--- src/rtl/core/bracket_balance_checker_defines.svh ---
// Assertion macros of the bracket balance checker, used by its back end.
`ifndef BRACKET_BALANCE_CHECKER_DEFINES_SVH
`define BRACKET_BALANCE_CHECKER_DEFINES_SVH

// Plain check, sampled on clk and switched off while rst_n is low.
`define BBC_ASSERT(lbl, prop) \
  lbl: assert property (@(posedge clk) disable iff (!rst_n) (prop)) \
    else $error("bracket_balance_checker: check failed");

// Implication checked from the cycle after the antecedent.
`define BBC_ASSERT_NEXT(lbl, ante, cons) \
  lbl: assert property (@(posedge clk) disable iff (!rst_n) (ante) |=> (cons)) \
    else $error("bracket_balance_checker: check failed");

`endif

--- src/rtl/core/bbc_pkg.sv ---
// Shared types and constants of the bracket balance checker.
`default_nettype none

package bbc_pkg;

  // Default stack depth (number of open brackets that can be held).
  localparam int BBC_DEPTH = 64;

  // Entries in the queue between front and back; a power of two.
  localparam int QDEPTH = 2;

  // Width of the packed result on the output channel.
  localparam int OUT_W = 16;

  typedef logic [1:0] op_t;
  localparam op_t OP_NONE  = 2'd0;
  localparam op_t OP_OPEN  = 2'd1;
  localparam op_t OP_CLOSE = 2'd2;

  typedef logic [2:0] cause_t;
  localparam cause_t CAUSE_NONE     = 3'd0;
  localparam cause_t CAUSE_EMPTY    = 3'd1;
  localparam cause_t CAUSE_MISMATCH = 3'd2;
  localparam cause_t CAUSE_UNCLOSED = 3'd3;
  localparam cause_t CAUSE_OVERFLOW = 3'd4;

  typedef logic [1:0] kind_t;

  // One classified item as it travels from front to back.
  typedef struct packed {
    op_t   op;
    kind_t kind;
    logic  last;
  } item_t;

endpackage

`default_nettype wire

--- src/rtl/core/bbc_back.sv ---
// Back end: bracket stack, sticky error and the registered result of each text.
`default_nettype none

module bbc_back #(
  parameter int DEPTH = bbc_pkg::BBC_DEPTH
) (
  input  wire logic                       clk,
  input  wire logic                       rst_n,
  input  wire logic                       q_valid,
  input  wire bbc_pkg::item_t             q_item,
  output logic                            q_take,
  output logic                            out_tvalid,
  input  wire logic                       out_tready,
  output logic [bbc_pkg::OUT_W-1:0]       out_tdata
);
  import bbc_pkg::*;
  `include "bracket_balance_checker_defines.svh"

  localparam int AW = (DEPTH > 1) ? $clog2(DEPTH) : 1;
  localparam int CW = $clog2(DEPTH + 1);

  kind_t              stack_mem [DEPTH];
  logic [CW-1:0]      count_r;
  logic [CW-1:0]      count_nxt;
  logic [CW-1:0]      count_now;
  cause_t             err_r;
  cause_t             err_nxt;
  cause_t             err_now;
  kind_t              top_r;
  kind_t              top_nxt;
  kind_t              second_r;
  logic               out_valid_r;
  logic               out_valid_nxt;
  logic [OUT_W-1:0]   out_data_r;

  logic               active;
  logic               full;
  logic               do_push;
  logic               do_pop;
  logic               end_text;
  logic               rd_en;
  logic [AW-1:0]      rd_addr;
  cause_t             res_cause;
  logic [6:0]         res_depth;

  // An end-of-text item needs the output register; other items never wait.
  assign q_take   = q_valid && (!q_item.last || !out_valid_r || out_tready);
  assign active   = q_take && (err_r == CAUSE_NONE);
  assign end_text = q_take && q_item.last;
  assign full     = (32'(count_r) >= DEPTH);
  assign do_push  = active && (q_item.op == OP_OPEN) && !full;
  assign do_pop   = active && (q_item.op == OP_CLOSE) && (count_r != '0) &&
                    (top_r == q_item.kind);

  always_comb begin
    err_now = err_r;
    if (active && (q_item.op == OP_OPEN) && full) begin
      err_now = CAUSE_OVERFLOW;
    end else if (active && (q_item.op == OP_CLOSE) && (count_r == '0)) begin
      err_now = CAUSE_EMPTY;
    end else if (active && (q_item.op == OP_CLOSE) && (top_r != q_item.kind)) begin
      err_now = CAUSE_MISMATCH;
    end

    count_now = count_r;
    if (do_push) begin
      count_now = CW'(count_r + 1'b1);
    end else if (do_pop) begin
      count_now = CW'(count_r - 1'b1);
    end

    if (err_now != CAUSE_NONE) begin
      res_cause = err_now;
    end else if (count_now != '0) begin
      res_cause = CAUSE_UNCLOSED;
    end else begin
      res_cause = CAUSE_NONE;
    end
    res_depth = (32'(count_now) > 32'd127) ? 7'd127 : 7'(count_now);

    count_nxt = end_text ? '0 : count_now;
    err_nxt   = end_text ? CAUSE_NONE : err_now;

    if (do_push) begin
      top_nxt = q_item.kind;
    end else if (do_pop) begin
      top_nxt = second_r;
    end else begin
      top_nxt = top_r;
    end

    // Prefetch the entry just below the new top.
    rd_en   = (32'(count_nxt) >= 32'd2);
    rd_addr = AW'(32'(count_nxt) - 32'd2);

    if (end_text) begin
      out_valid_nxt = 1'b1;
    end else if (out_tready) begin
      out_valid_nxt = 1'b0;
    end else begin
      out_valid_nxt = out_valid_r;
    end
  end

  always_ff @(posedge clk) begin
    if (!rst_n) begin
      count_r     <= '0;
      err_r       <= CAUSE_NONE;
      out_valid_r <= 1'b0;
    end else begin
      count_r     <= count_nxt;
      err_r       <= err_nxt;
      out_valid_r <= out_valid_nxt;
    end
  end

  always_ff @(posedge clk) begin
    top_r <= top_nxt;
    if (end_text) begin
      out_data_r <= OUT_W'({res_depth, res_cause, (res_cause == CAUSE_NONE)});
    end
  end

  always_ff @(posedge clk) begin
    if (do_push) begin
      stack_mem[count_r[AW-1:0]] <= q_item.kind;
    end
    if (rd_en) begin
      second_r <= stack_mem[rd_addr];
    end
  end

  assign out_tvalid = out_valid_r;
  assign out_tdata  = out_data_r;

  `BBC_ASSERT(a_count_bound, 32'(count_r) <= DEPTH)
  `BBC_ASSERT_NEXT(a_clear_after_end, end_text, (count_r == '0) && (err_r == CAUSE_NONE))
  `BBC_ASSERT_NEXT(a_frozen_stack, (err_r != CAUSE_NONE) && !end_text, $stable(count_r))
  `BBC_ASSERT_NEXT(a_sticky_error, (err_r != CAUSE_NONE) && !end_text, $stable(err_r))
  `BBC_ASSERT(a_result_held, (out_valid_r && !out_tready) |-> !end_text)

endmodule

`default_nettype wire

--- config.mk ---
export PLATFORM = sky130hd
export DESIGN_NAME = bbc_back
export DESIGN_NICKNAME = d
export VERILOG_FILES = /design/src/rtl/core/bbc_pkg.sv /design/src/rtl/core/bbc_back.sv
export VERILOG_INCLUDE_DIRS = /design/src /design/src/rtl/core
export SDC_FILE = /design/constraint.sdc
export NUM_CORES = 1
export LEC_CHECK = 0
export ABC_AREA = 0
export BUFFER_PORTS_ARGS = -buffer_cell sky130_fd_sc_hd__clkbuf_2
export CAP_MARGIN = 15
export CELL_PAD_IN_SITES_DETAIL_PLACEMENT = 0
export CELL_PAD_IN_SITES_GLOBAL_PLACEMENT = 2
export CORE_UTILIZATION = 39
export CTS_CLUSTER_DIAMETER = 150
export DETAILED_ROUTE_END_ITERATION = 8
export PLACE_DENSITY = 0.8
export REMOVE_ABC_BUFFERS = 1
export SYNTH_ARGS = -nofsm -noshare
export SYNTH_HDL_FRONTEND = slang
export SYNTH_SLANG_ARGS = --single-unit
--- constraint.sdc ---
create_clock -name clk -period 3.9 [get_ports clk]
set_clock_uncertainty 0.15 [all_clocks]
set_input_delay 0 -clock clk [delete_from_list [all_inputs] [get_ports clk]]
set_output_delay 0 -clock clk [all_outputs]
set_load 0.03 [all_outputs]
# Yosys cells after proc, flatten, opt, wreduce, memory -nomap -nowiden
# Memory sizes are Yosys's and may differ from the RTL's. A register that Yosys moved wholly into a read port is not among the register bits.
# Index checks and enable logic that the tools add are counted.
[op_classes] n_lt_le_gt_ge=2 n_eq_ne=4 reduce_logical=25 n_addsub=3 n_bitwise=1 n_mux=14
[op_table] op="7-bit 2-to-1 mux" count=3
[op_table] op="7-bit nonzero test" count=2
[op_table] op="3-bit 2-to-1 mux" count=4
[op_table] op="1-bit logical AND" count=11
[op_table] op="7-bit by 1-bit adder with 7-bit output (second input constant)" count=1
[op_table] op="7-bit by 2-bit >= comparator with 1-bit output (second input constant)" count=1
[op_table] op="7-bit >= comparator (second input constant)" count=1
[op_table] op="7-bit logical NOT" count=1
[op_table] op="7-bit by 1-bit subtractor with 7-bit output (second input constant)" count=1
[op_table] op="3-bit logical NOT" count=2
[op_table] op="2-bit 2-to-1 mux" count=3
[op_table] op="6-bit by 2-bit subtractor with 6-bit output (second input constant)" count=1
[op_table] op="1-bit 2-to-1 mux" count=4
[op_table] op="2-bit nonzero test" count=2
[op_table] op="1-bit logical NOT" count=3
[op_table] op="3-bit nonzero test" count=1
[op_table] op="2-bit by 1-bit == test with 1-bit output (second input constant)" count=1
[op_table] op="2-bit == test" count=1
[op_table] op="2-bit == test (second input constant)" count=1
[op_table] op="1-bit logical OR" count=2
[op_table] op="2-bit != test" count=1
[op_table] op="2-bit OR reduction" count=1
[op_table] op="1-bit inverter" count=1
[totals] ramBits=128 input_bits=9 word_cells=55 mem_count=1 ff_bits=24 out_inout_bits=18
[mem_list] memory="stack_mem" words=64 word_bits=2 rd=1 rd_ports_with_merged_regs=1 write_ports=1 line="bbc_back.sv:22" source="kind_t stack_mem [DEPTH];"

# Longest topological paths before layout
# Gate-level depths: netlist of run 1.
[depth] depth_word=14 ltp_mapped=16 depth_no_buf=15

# Worst setup path after synthesis of run 1
# No wires, ideal clock.
[synth_timing] path_type="flip-flop to flip-flop" startpoint="register count_r[0]" endpoint="register second_r[1], read port of stack_mem (data pin)" path_slack_ns=-0.337 path_buffers=1 arrival_ns=3.929 stages_incl_launch_ff=16 setup_ns=0.158 required_time_ns=3.592 synth_period_minus_slack_ns=4.237 path_cell_list="dfxtp_1 > inv_1 > ha_1 > or4b_4 > nor3_4 > o311ai_1 > a31oi_2 > inv_2 > ha_1 > inv_1 > clkbuf_1 > nor2_1 > a32oi_1 > nand3_1 > mux4_2 > o211ai_1"
[synth_between] elab_chain_cells=7 elab_cells_between_ends=13 cone_classes="add/sub: 3; order compare: 2; mux: 3; reduce/logical: 5"
[synth_rtl] element="from (decl)" line="bbc_back.sv:23" source="logic [CW-1:0] count_r;"
[synth_rtl] element="from (signal assigned)" line="bbc_back.sv:111" source="count_r <= count_nxt;"
[synth_rtl] element="parallel branches: the longest is 4 deep, another holds 7-bit by 1-bit subtractor with 7-bit output"
[synth_rtl] element="7-bit 2-to-1 mux (*)" line="bbc_back.sv:66" source="if (do_push) begin"
[synth_rtl] element="7-bit 2-to-1 mux (*)" line="bbc_back.sv:81" source="count_nxt = end_text ? '0 : count_now;"
[synth_rtl] element="6-bit by 2-bit subtractor with 6-bit output / 7-bit by 2-bit >= comparator with 1-bit output (equally long branches)" line="bbc_back.sv:94, bbc_back.sv:93"
[synth_rtl] element="to (decl)" line="bbc_back.sv:31" source="kind_t second_r;"
# Mark *: on every way between the ends.
# A chain may end at the register's enable or synchronous reset.

# Worst setup path in the final report of run 1
[layout_timing] startpoint="register count_r[1]" endpoint="register second_r[0], read port of stack_mem (data pin)"
[layout_between] elab_chain_cells=7 elab_cells_between_ends=13 cone_classes="add/sub: 3; order compare: 2; mux: 3; reduce/logical: 5"
[layout_rtl] element="parallel branches: the longest is 4 deep, another holds 7-bit by 1-bit subtractor with 7-bit output"
[layout_rtl] element="7-bit 2-to-1 mux (*)" line="bbc_back.sv:66"
[layout_rtl] element="via count_now[2]" line="bbc_back.sv:25" source="logic [CW-1:0] count_now;"
[layout_rtl] element="7-bit 2-to-1 mux (*)" line="bbc_back.sv:81"
[layout_rtl] element="6-bit by 2-bit subtractor with 6-bit output / 7-bit by 2-bit >= comparator with 1-bit output (equally long branches)" line="bbc_back.sv:94, bbc_back.sv:93"
# Mark *: on every way through the listed nets, which the timed path passes.

==> results.cfg, run 1 <==
[final_layout]
n_fill_cell = 1585
n_antenna_cell = 0
seq_area_um2 = 4520
drive_gt1_share_pct = 22.6
multi_input_area_um2 = 2440
final_core_util_pct = 48.6
fin_cells = 857
syn_to_final_growth_pct = 21.0
nets = 631

[timing]
slew_headroom_pct = 53.4
setup_viol = 0
worst_slew_pin_slew_ns = 0.696
maxSlewViolCount = 0
fmax_ghz = 0.263
finalCriticalPeriod_ns = 3.80
finalCritPeriodShare_pct = 97.5
report.final.hold_viol_count = 0
rsz0062_at_grt = yes

[cts]
cts_root_buf = clkbuf_16
cts_tree = yes
numCtsBuffers = 17
clkTransAtPathRegs_ns = 0.07
clk_path_buf_depth = 2
clock_sinks = 154
cts_htree_levels = 4
clkLatencyLatePin_ns = 0.43

[routing]
drt_iter0_drc = 372
first_pass_iters = 5
wl_met3_um = 1170
route.layer.met1.wl_um = 7770
via_count = 4762
ant_nets = 0
drt-total-wl_um = 18400
wl_per_cell_um = 21.5
drc_errors = 0
routed-wl-met2_um = 9060
vias_per_cell = 5.56
top_layer_used = met4

[global_route]
grt_max_degree = 66
grt_pass1_wl_um = 28100
grtUsageTotal_pct = 21.3
first_global_vias = 4810
gr-total-overflow = 0
antenna_found_initial = 0

[synthesis]
synth-compound-area-share_pct = 8.47
synth_top_area_cell = edfxtp_1
yosys-top-cells-area = edfxtp_1 (61%), nor2_1 (4.7%), mux2i_1 (4.3%)
synth_simple_gate_area_share_pct = 15.7
synth_mux_area_share_pct = 6.87
synth_edf_count = 143
synth.yosys.seq_area_share_pct = 64.6
ys_types = 68
syn_area_um2 = 6990
ys_async_sr_fraction_pct = 0
synthAdderAreaFrac_pct = 0.537
yosysTopAreaCellShare_pct = 61.4
ys_ff_latch = 154
ys_warn_count = 0
synth_xor_area_share_pct = 0.984
ys.flop_type = edfxtp_1
syn_inst = 550
synth_top_family_by_area = simple AND/OR/NAND/NOR gates
postSynthAreaPerCell_um2 = 12.7

[floorplan]
die_x_um = 136
rows = 48
io_pins = 27
die_y_um = 136
start_util_pct = 40.1
dieArea_um2 = 18500
core_region_area_um2 = 17400

[power_and_ir_drop]
p_leak_nw = 3.01
switching_power_mw = 0.884
seq_power_share_pct = 47.5
p_comb_share_pct = 7.8
cellPowerDensity_nw_per_um2 = 453
clkPwrFrac_pct = 44.7
vdd_drop_max_mv = 0.286
internal-power_mw = 2.95
p_sw_share_pct = 23.1

[critical_path]
critical_path_class = reg2reg
critPathBufInv = 2
end_kind = flop
crit_family = simple AND/OR/NAND/NOR gates
crit_top_cell = ha_4
worstPathMaxFanout = 5
crit_path_top_delay_cell = mux4_2
start_kind = flop
arrival_ns = 3.84
crit_chain = inv_2, ha_4, or4b_4, nor3_4, o32ai_2, xor2_1, nand2_1, ha_4, inv_4, mux4_2, o21bai_4, a221oi_4, a311o_1, a31o_1
max_stage_delay_ns = 0.52
cp.required_ns = 3.94

[placement]
portBuffers = 21
gp_congestion = 0.880
hpwl_um = 12500
placed_cells = 817

[job]
maxCapViolCount = 0

[status]
status = finished, final reports clean

[hold_path]
hp-class = in2reg
-- flip-flops by register name, summed over array words and instances (netlist names) --
signal      cells
err_r           3
top_r           2
second_r        2
stack_mem     128
out_tdata      11
out_tvalid      1
count_r         7
-- cell usage in the layout, fill, tap and decap left out, drive strengths merged, types with 3 or more instances in the layout --
cell      count
and3          9
ha            3
or3           8
inv          16
nor3         10
nand4         7
mux2          4
xor2          4
o211ai        5
nor2         88
buf          52
nor2b         8
nand3        14
nor3b         4
nand2b       12
clkbuf       38
o21ai        10
nand2        49
o31ai         4
a221oi        6
edfxtp      143
conb          5
bufinv        3
a32oi         8
xnor2         3
and2          3
a31oi         5
clkinv        5
mux4          6
a21oi        13
or4b          3
dfxtp        11
clkinvlp      4
mux2i        30
-- routing by layer --
metal | vias up | global-route usage, %
met3 | 31 | 6.23
met4 | 0 | 7.90
li1 | 2212 | -
met2 | 159 | 35.2
met1 | 2360 | 26.4
met5 | - | 0
-- per-stage QoR --
step | area (um^2) | total power [mW] | setup TNS, ns | worst slack (ns) | hold slack (ns)
after floorplan | 6860 | 2.01 | -2.01 | -1.08 | -0.0511
after global placement | 7640 | 2.13 | 0 | 0.0679 | 0.136
after detailed placement | 7640 | 2.14 | -0.0448 | -0.0448 | 0.142
after CTS | 8280 | 3.83 | 0 | 0.00387 | 0.0674
after global routing | 8460 | 3.94 | -0.00502 | -0.00502 | 0.135
final | 8460 | 3.83 | 0 | 0.0976 | 0.0981
-- final cells by class --
type | count | area share, %
clock inverter | 15 | 2.26
timing repair buffer | 75 | 6.48
clock buffer | 17 | 5.03
multi-input combinational | 358 | 28.9
inverter | 13 | 0.606
tap | 225 | 3.33
sequential | 154 | 53.4
-- power by group through the flow --
stage | Combinational, mW | Clock, mW | Sequential [mW]
final | 0.299 | 1.71 | 1.82
after global routing | 0.321 | 1.80 | 1.82
after CTS | 0.284 | 1.72 | 1.82
after detailed placement | 0.281 | 0 | 1.85
after global placement | 0.280 | 0 | 1.85
after floorplan | 0.143 | 0 | 1.87
-- tightest hold or removal path, cell delays in order --
cell      delay [ns]
clkbuf_2        0.11
nor2b_1         0.17
a41oi_1         0.24
nor2_1          0.12
-- worst paths after layout --
check	slack, ns	cells after the start	from	to
worst max register to register	0.1	14	count_r[1]$_SDFF_PN0_	second_r[0]$_DFFE_PP_
worst min-delay path	0.1	4	q_item[4]	err_r[2]$_SDFF_PP0_
worst min register to register	0.42	1	second_r[1]$_DFFE_PP_	top_r[1]$_DFFE_PP_
worst max-delay path	0.1	14	count_r[1]$_SDFF_PN0_	second_r[0]$_DFFE_PP_
-- cells in the mapped netlist (3+ instances only) --
library cell / instances
nor3b_1: 4
o31ai_1: 3
and2_1: 3
buf_2: 7
nor2b_1: 8
nor3_1: 9
nand4_1: 7
a32oi_1: 8
nand3_1: 14
nand2_1: 49
edfxtp_1: 143
o21ai_0: 10
nor2_1: 88
a31oi_1: 4
nand2b_1: 12
mux2i_1: 30
inv_1: 12
a221oi_1: 6
clkbuf_1: 14
ha_1: 3
dfxtp_1: 11
a21oi_1: 13
mux4_2: 6
or3_1: 8
buf_4: 6
o211ai_1: 5
mux2_2: 4
and3_1: 9
xor2_1: 4
-- cell families (layout without fill, tap and decap cells) --
family / after synthesis / in the layout
compound gates: 79 / 79
buf+inv: 42 / 120
other cells: 1 / 5
fa+ha+maj: 3 / 3
flops: 154 / 154
mux: 40 / 40
xor+xnor: 7 / 7
simple gates: 224 / 224
-- timing repair --
action                     in CTS  in global routing
hold buffers                    2                  0
gates resized for setup         1                 26
pin swaps                       1                 11
hold endpoints to repair       11                  0
setup endpoints to repair       1                  2
setup buffers                   0                  6
No activity file was read; power rests on OpenSTA's default activity.
==> inputs of run 2 (changes only) <==
Settings changed: CELL_PAD_IN_SITES_DETAIL_PLACEMENT 0 to 1, CELL_PAD_IN_SITES_GLOBAL_PLACEMENT 2 to 1, CORE_UTILIZATION 39 to 46, PLACE_DENSITY 0.8 to 0.81.
==> run 2 against run 1 <==
Effect of this change: combinational power about the same; worst hold slack worse by 0.043 ns; via count is 5.7% higher; critical endpoint unchanged; sequential cell count unchanged; cell area decreased by 1.0%; the run now ends with DRC left; global-route usage increased by 5.4 points; largest cell class unchanged; cell count fell by 4.7%; register-to-register slack worse by 0.09 ns.
==> results.cfg, run 2 (synthesized netlist as in run 1, its figures left out) <==
[floorplan]
start_util_pct = 47.6
rows = 44
io_pins = 27
die_y_um = 125
dieArea_um2 = 15700
core_region_area_um2 = 14700
die_x_um = 125

[critical_path]
critical_path_class = reg2reg
end_kind = flop
crit_path_top_delay_cell = mux4_2
start_kind = flop
r2r.worst_path.cells = 14
worstPathMaxFanout = 5
max_stage_delay_ns = 0.49
crit_top_cell = ha_4
arrival_ns = 3.93
crit_chain = inv_2, ha_4, or4b_4, nor3_4, o32ai_2, xor2_1, nand2_1, ha_4, inv_6, mux4_2, o21bai_1, a221oi_2, a311o_1, a31o_1
cp.required_ns = 3.94

[timing]
maxSlewViolCount = 0
slew_headroom_pct = 53.3
report.final.hold_viol_count = 0
setup_viol = 0
finalCritPeriodShare_pct = 99.7
worst_slew_pin_slew_ns = 0.699
fmax_ghz = 0.257
finalCriticalPeriod_ns = 3.89
setup_tns_ns = 0

[power_and_ir_drop]
p_leak_nw = 3.02
vdd_drop_max_mv = 0.331
cellPowerDensity_nw_per_um2 = 467
power_mw = 3.91

[cts]
cts_tree = yes
clk_path_buf_depth = 2
cts_root_buf = clkbuf_16
numCtsBuffers = 17
clock_sinks = 154
clkTransAtPathRegs_ns = 0.06
clkLatencyLatePin_ns = 0.43
cts_htree_levels = 4

[status]
status = complete, but fails checks
violations = DRC

[final_layout]
nets = 633
n_fill_cell = 1494
largest_reg_flops = 128
final_core_util_pct = 57.0
final_common_cell = edfxtp_1
drive_gt1_share_pct = 20.9
n_antenna_cell = 0
fin_area_um2 = 8370
syn_to_final_growth_pct = 19.8
final_cell_mix = edfxtp_1 (143), nor2_1 (88), buf_4 (50)

[hold_path]
hold_depth = 4
hp-class = in2reg

[routing]
drt-total-wl_um = 20400
via_count = 5033
drc_errors = 1
ant_nets = 0
first_pass_iters = 9
vias_per_cell = 6.16
wl_per_cell_um = 25.0
drt_iter0_drc = 496

[global_route]
grt_pass1_wl_um = 30600
grt_max_degree = 66
antenna_found_initial = 1
grtUsageTotal_pct = 26.7
gr-total-overflow = 0
first_global_vias = 5114

[placement]
portBuffers = 21
hpwl_um = 13100
gp_congestion = 0.900
postPlaceCellArea_um2 = 7540

[job]
maxCapViolCount = 0
## run 2: changes by cell type in the layout (fill, tap and decap cells not counted), sizes merged
cell,change
bufinv,+2
clkbuf,+2
clkinvlp,-2
inv,-2
clkinv,-1
dlygate4sd3,+1
xnor2,+1
## run 2: layer usage
metal / share of wire [%] / vias up / wire length [um] / track usage (%)
li1: - / 2208 / - / -
met1: 42 / 2555 / 8550 / 35.0
met2: 48 / 223 / 9880 / 43.4
met3: 6.6 / 45 / 1350 / 5.39
met4: 3.1 / 2 / 626 / 11.8
met5: 0.064 / - / 13 / 0
## run 2: worst paths after layout
check	from	endpoint	slack (ns)
setup / recovery	count_r[1]$_SDFF_PN0_	second_r[0]$_DFFE_PP_	0.01
hold reg to reg	second_r[1]$_DFFE_PP_	top_r[1]$_DFFE_PP_	0.47
setup reg to reg	count_r[1]$_SDFF_PN0_	second_r[0]$_DFFE_PP_	0.01
hold / removal	q_item[0]	count_r[0]$_SDFF_PN0_	0.05
## run 2: layout make-up
cell class                      instances  area [um^2]  area share (%)
Clock buffer                           19          433            5.17
Clock inverter                         12          198            2.36
Inverter                               13         53.8           0.643
Multi-Input combinational cell        359         2400            28.6
Sequential cell                       154         4520            53.9
Tap cell                              184          230            2.75
Timing Repair Buffer                   76          546            6.52
## run 2: per-stage QoR
stage               worst slack [ns]  instances  hold WS (ns)
detailed placement           -0.0655        771         0.156
global placement              0.0967        771         0.145
global route                 -0.0609        817        0.0966
floorplan                      -1.08        525       -0.0511
CTS                          0.00835        811        0.0392
finish                        0.0104        817        0.0548
## run 2: timing repair
item,CTS,global route
cloned,0,1
pin swaps,6,10
hold buffers,3,0
hold endpoints to repair,15,0
buffers inserted,6,5
resized for setup,4,12
setup endpoints to repair,2,3
## run 2: power breakdown
group	switching (mW)	internal (mW)	leakage [nW]
combinational	0.191	0.109	1.34
sequential	0.00438	1.82	1.38
clock	0.656	1.13	0.303
total	0.851	3.05	3.02
## run 2: critical path, delay by kind of cell, from the launching register on
| family | cells | cell delay, ns |
|---|---|---|
| muxes | 1 | 0.49 |
| adders and majority gates | 2 | 0.43 |
| buffers and inverters | 2 | 0.16 |
| AOI/OAI and AO/OA | 5 | 0.94 |
| xor gates and xnor gates | 1 | 0.22 |
| DFF | 1 | 0.34 |
| and+or+nand+nor | 3 | 0.91 |
